--- src/hw/rtl/tsat_pkg.sv ---
// Package for the task scheduler accounting table.
// Types, codes and widths shared by the interfaces and modules. No dependencies.
package tsat_pkg;

  localparam int TaskSlots = 256;
  localparam int SlotW = $clog2(TaskSlots);

  typedef enum logic [2:0] {
    KIND_WAKEUP = 3'd0,
    KIND_SW_OUT = 3'd1,
    KIND_SW_IN  = 3'd2,
    KIND_MIGRATE = 3'd3,
    KIND_EXIT   = 3'd4
  } kind_e;

  typedef enum logic [2:0] {
    ST_UPDATED = 3'd0,
    ST_CREATED = 3'd1,
    ST_STALE   = 3'd2,
    ST_FULL    = 3'd3,
    ST_DELETED = 3'd4,
    ST_ABSENT  = 3'd5
  } status_e;

  typedef struct packed {
    logic [2:0]  kind;
    logic [63:0] now_ns;
    logic [31:0] task_id;
    logic [31:0] group_id;
    logic [63:0] start_time_ns;
    logic [63:0] cgroup_ref;
    logic [9:0]  cpu;
    logic        still_runnable;
  } event_t;

  typedef struct packed {
    logic [2:0]  status;
    logic [31:0] group_out;
    logic [31:0] wakeups;
    logic [31:0] switches;
    logic [31:0] migrations;
    logic [63:0] runtime_total;
    logic [63:0] wait_total;
    logic [9:0]  cpu_last;
    logic [63:0] cgroup_out;
  } result_t;

  // One stored entry, without key and valid bit.
  typedef struct packed {
    logic [31:0] group;
    logic [63:0] start;
    logic [63:0] cgroup;
    logic [31:0] wakeups;
    logic [31:0] switches;
    logic [31:0] migrations;
    logic [9:0]  cpu;
    logic [63:0] runtime;
    logic [63:0] wait_ns;
    logic [63:0] run_since;
    logic [63:0] queued_since;
  } entry_t;

  // Outcome of a key scan, handed from the scanner to the sequencer.
  typedef struct packed {
    logic             hit;
    logic [SlotW-1:0] hit_slot;
    logic             has_free;
    logic [SlotW-1:0] free_slot;
  } scan_t;

  function automatic logic [31:0] sat_inc(input logic [31:0] v);
    return (v == 32'hFFFF_FFFF) ? v : v + 32'd1;
  endfunction

endpackage

--- src/hw/rtl/tsat_entry_update.sv ---
// Combinational entry update for one event: zeroing of new or stale entries,
// counters and time accumulation. Depends on tsat_pkg.
module tsat_entry_update (
  input  tsat_pkg::event_t ev,
  input  tsat_pkg::entry_t cur,
  input  logic             fresh,
  output tsat_pkg::entry_t nxt
);

  tsat_pkg::entry_t base;

  always_comb begin
    base = fresh ? '0 : cur;
    nxt = base;
    nxt.group = ev.group_id;
    nxt.start = ev.start_time_ns;
    case (ev.kind)
      tsat_pkg::KIND_WAKEUP: begin
        nxt.wakeups = tsat_pkg::sat_inc(base.wakeups);
        nxt.queued_since = ev.now_ns;
        nxt.cgroup = ev.cgroup_ref;
      end
      tsat_pkg::KIND_SW_OUT: begin
        nxt.switches = tsat_pkg::sat_inc(base.switches);
        nxt.cpu = ev.cpu;
        nxt.cgroup = ev.cgroup_ref;
        if (base.run_since != '0 && ev.now_ns > base.run_since) begin
          nxt.runtime = base.runtime + (ev.now_ns - base.run_since);
        end
        nxt.run_since = '0;
        if (ev.still_runnable) begin
          nxt.queued_since = ev.now_ns;
        end
      end
      tsat_pkg::KIND_SW_IN: begin
        nxt.switches = tsat_pkg::sat_inc(base.switches);
        nxt.cpu = ev.cpu;
        nxt.cgroup = ev.cgroup_ref;
        if (base.queued_since != '0 && ev.now_ns > base.queued_since) begin
          nxt.wait_ns = base.wait_ns + (ev.now_ns - base.queued_since);
        end
        nxt.queued_since = '0;
        nxt.run_since = ev.now_ns;
      end
      default: begin
        nxt.migrations = tsat_pkg::sat_inc(base.migrations);
        nxt.cpu = ev.cpu;
      end
    endcase
  end

endmodule

--- config.mk ---
export PLATFORM = sky130hd
export DESIGN_NAME = tsat_entry_update
export DESIGN_NICKNAME = d
export VERILOG_FILES = /design/src/hw/rtl/tsat_pkg.sv /design/src/hw/rtl/tsat_entry_update.sv
export SDC_FILE = /design/constraint.sdc
export NUM_CORES = 1
export LEC_CHECK = 0
export BUFFER_PORTS_ARGS = -buffer_cell sky130_fd_sc_hd__buf_2
export CAP_MARGIN = 5
export CORE_AREA = 2 2 512 514
export DETAILED_ROUTE_END_ITERATION = 8
export DIE_AREA = 0 0 514 516
export PLACE_DENSITY = 0.38
export SLEW_MARGIN = 10
export SYNTH_ARGS = -nofsm -noshare
export SYNTH_HDL_FRONTEND = slang
export SYNTH_SLANG_ARGS = --single-unit
export TNS_END_PERCENT = 50
--- constraint.sdc ---
create_clock -name vclk -period 4.6
set_input_delay 0.23 -clock vclk [all_inputs]
set_output_delay 0.23 -clock vclk [all_outputs]
set_load 0.05 [all_outputs]
==> flow_summary.ini <==
[synthesis]
synth_simple_gate_area_share_pct = 26.10
ys_warn_count = 0
synth-xor-area-share_pct = 8.046
avgSynthCellArea_um2 = 6.375
syn-cell-area_um2 = 21990
synthDistinctLibCells = 75
syn_nets = 4627
netlist_instances = 3449
synthAdderAreaFrac_pct = 26.21
ys_seq_area_share_pct = 0
synth_top_family_by_area = adder cells
synth-compound-area-share_pct = 24.06
synthMuxAreaShare_pct = 1.593

[timing]
fin_crit_sh_pct = 103.6
slew_viol_final = 0
hold_viol = 0
slew_headroom_pct = 35.77
fmax_mhz = 209.8
tns_ps = -6462
hold_ws_ps = 460.0
finalWorstSetupSlack_ps = -165.5
final-setup-viol-count = 94
rsz0062_at_grt = yes
worst_pin_slew_ps = 953.3
final.min_clock_period_ps = 4765

[global_routing]
antenna_found_initial = 156
grt_pass1_vias = 33899
grt_start_max_net_pins = 93
grt_pass1_wl_mm = 311.8
grt_usage_pct = 17.42
grt_overflow = 0

[place]
dp.cells = 8538
place_congestion = 0.9335
io_buffer_count = 995
dpl.hpwl_mm = 215.0

[floorplanning]
die_y_um = 516
fp.dieArea_um2 = 265200
core_area_um2 = 259200
io-pin-count = 1315
die_w_um = 514
num_rows = 187
initial_core_util_pct = 8.482

[pwr]
leakagePower_uw = 0.02185
powerDensity_nw_per_um2 = 211.1
ir_drop_uv = 72.95

[final_layout]
nFillCells = 29716
final_layout_size_suffix_gt1_share_pct = 51.32
design.seq.count = 0
multi_input_area_um2 = 22820
area_growth_pct = 107.8
fin_cells = 8703
regArea_um2 = 0
n_clock_buffer = 0
final_nets = 6445

[min_path]
hp-class = in -> out

[routing]
antenna_left = 0
wire_per_inst_um = 28.07
num_vias = 32893
drt_pass1_iterations = 5
wirelength_mm = 244.3
drc_errors = 0
vias_per_cell = 3.780
drtIter0Drc = 1615

[critical_path]
critPathRequiredTime_ps = 4370
cp_data_arrival_time_ps = 4540
cpLargestDelayFamily = simple AND/OR/NAND/NOR gates
path_cells = buf_16 -> clkinv_16 -> buf_16 -> buf_12 -> buf_16 -> buf_6 -> nand2_4 -> ha_4 -> nand4_1 -> nor4_2 -> buf_4 -> nand3_2 -> buf_6 -> or3_4 -> a31oi_4 -> nor3_4 -> nor2_4 -> clkbuf_16 -> buf_12 -> mux2i_4 -> buf_12
slowest_delay_ps = 570
crit_type = in -> out
worst-path-max-fanout = 6
startpoint_type = primary input
path_buf_inv = 11
crit_slowest_cell = nor2_4
endpoint_kind = output port

[status]
violations = setup timing
status = finished, violations left

[run]
cap_violations = 0
[where the power goes]
| group | internal (uW) | switching [uW] | total, uW |
|---|---|---|---|
| sequential | 0 | 0 | 0 |
| clock | 0.000696 | 0 | 0.000696 |
| combinational | 4060 | 5590 | 9650 |
[placed cells by master (no fill, tap or decap), types with 18 or more instances in the layout]
master	instances
nand2_1	559
nand2_4	36
inv_1	400
buf_4	928
nor2_1	137
o21bai_1	19
nand3_1	68
nor3_1	20
xnor2_1	99
buf_12	191
and3_1	25
nor4_1	25
nand2_2	97
inv_2	43
diode_2	36
nor2b_1	59
a21oi_1	127
a22o_1	64
a21oi_2	46
nand4_1	90
o21ai_0	191
buf_6	69
a21o_1	100
xor2_1	87
buf_2	849
fa_1	123
o21ai_4	46
o21ai_2	56
ha_1	183
or3_1	18
o21ai_1	39
ha_4	72
[through the flow]
stage	setup WS, ps	cell area (um2)	power [uW]	util (%)
after floorplan	-1.230	22460	4301	-
after global placement	-1380	40050	8410	15.45
after detailed placement	-1215	40070	8370	15.45
after CTS	-181.2	43900	9276	16.94
after global routing	-308.6	45650	10280	17.61
final	-165.5	45690	9645	17.62
[path summary, 6_finish.rpt]
| kind | startpoint | cells after the start | endpoint |
|---|---|---|---|
| setup / recovery | fresh | 21 | nxt[239] |
| hold / removal | ev[95] | 0 | nxt[446] |
[synthesized netlist by cell type, types with 7 or more instances]
master / instances / area, um2
clkbuf_1: 148 / 555.5
and2_1: 13 / 81.33
o21ai_1: 10 / 50.05
nand4_1: 90 / 563.0
or4_1: 7 / 52.55
o21a_1: 17 / 127.6
mux2_2: 8 / 90.09
nor2b_1: 60 / 375.4
nand2_1: 699 / 2624
fa_1: 126 / 2522
and3_1: 29 / 181.4
or3_1: 20 / 125.1
nor2_1: 153 / 574.3
and4_1: 15 / 131.4
nor4_1: 37 / 231.5
xnor2_1: 110 / 963.4
a21o_1: 101 / 758.2
inv_1: 449 / 1685
a21oi_1: 183 / 915.9
a31oi_1: 25 / 156.4
a22o_1: 64 / 560.5
ha_1: 259 / 3241
or2_2: 9 / 56.30
nand2b_1: 11 / 68.82
xor2_1: 92 / 805.8
a211oi_1: 18 / 135.1
buf_2: 12 / 60.06
buf_1: 9 / 33.78
o21bai_1: 21 / 157.7
buf_4: 96 / 720.7
o211ai_1: 10 / 75.07
o21ai_0: 322 / 1612
nor3_1: 35 / 175.2
mux2i_1: 26 / 260.3
nand3_1: 74 / 370.4
[repair_timing]
action,in CTS,in global routing
setup buffers,71,47
gates resized for setup,626,265
endpoints found under the setup margin,130,144
cloned,22,8
pin swaps,144,125
hold buffers,0,0
[layer usage]
metal | routed length [um] | vias to the layer above | track usage, %
met5 | 649 | - | 0
met4 | 15190 | 104 | 8.627
met3 | 21170 | 439 | 6.026
met2 | 120900 | 1210 | 31.54
met1 | 86370 | 15878 | 17.73
li1 | - | 15262 | -
[cell type report]
class                           instances  share of cell area [%]
Antenna cell                           36                  0.1972
Inverter                              449                   3.779
Multi-Input combinational cell       2737                   49.94
Tap cell                             3402                   9.317
Timing Repair Buffer                 2077                   36.68
Timing Repair inverter                  2                 0.08764
[logic make-up (layout without fill, tap and decap cells)]
logic type               Yosys count  in the layout
AO/OA/AOI/OAI                    846            848
XOR/XNOR                         202            202
adder cells (fa/ha/maj)          385            385
buffers and inverters            716           2528
multiplexers                      34             34
other                              0             36
AND/OR/NAND/NOR                 1266           1268
No activity file was read; power rests on OpenSTA's default activity.
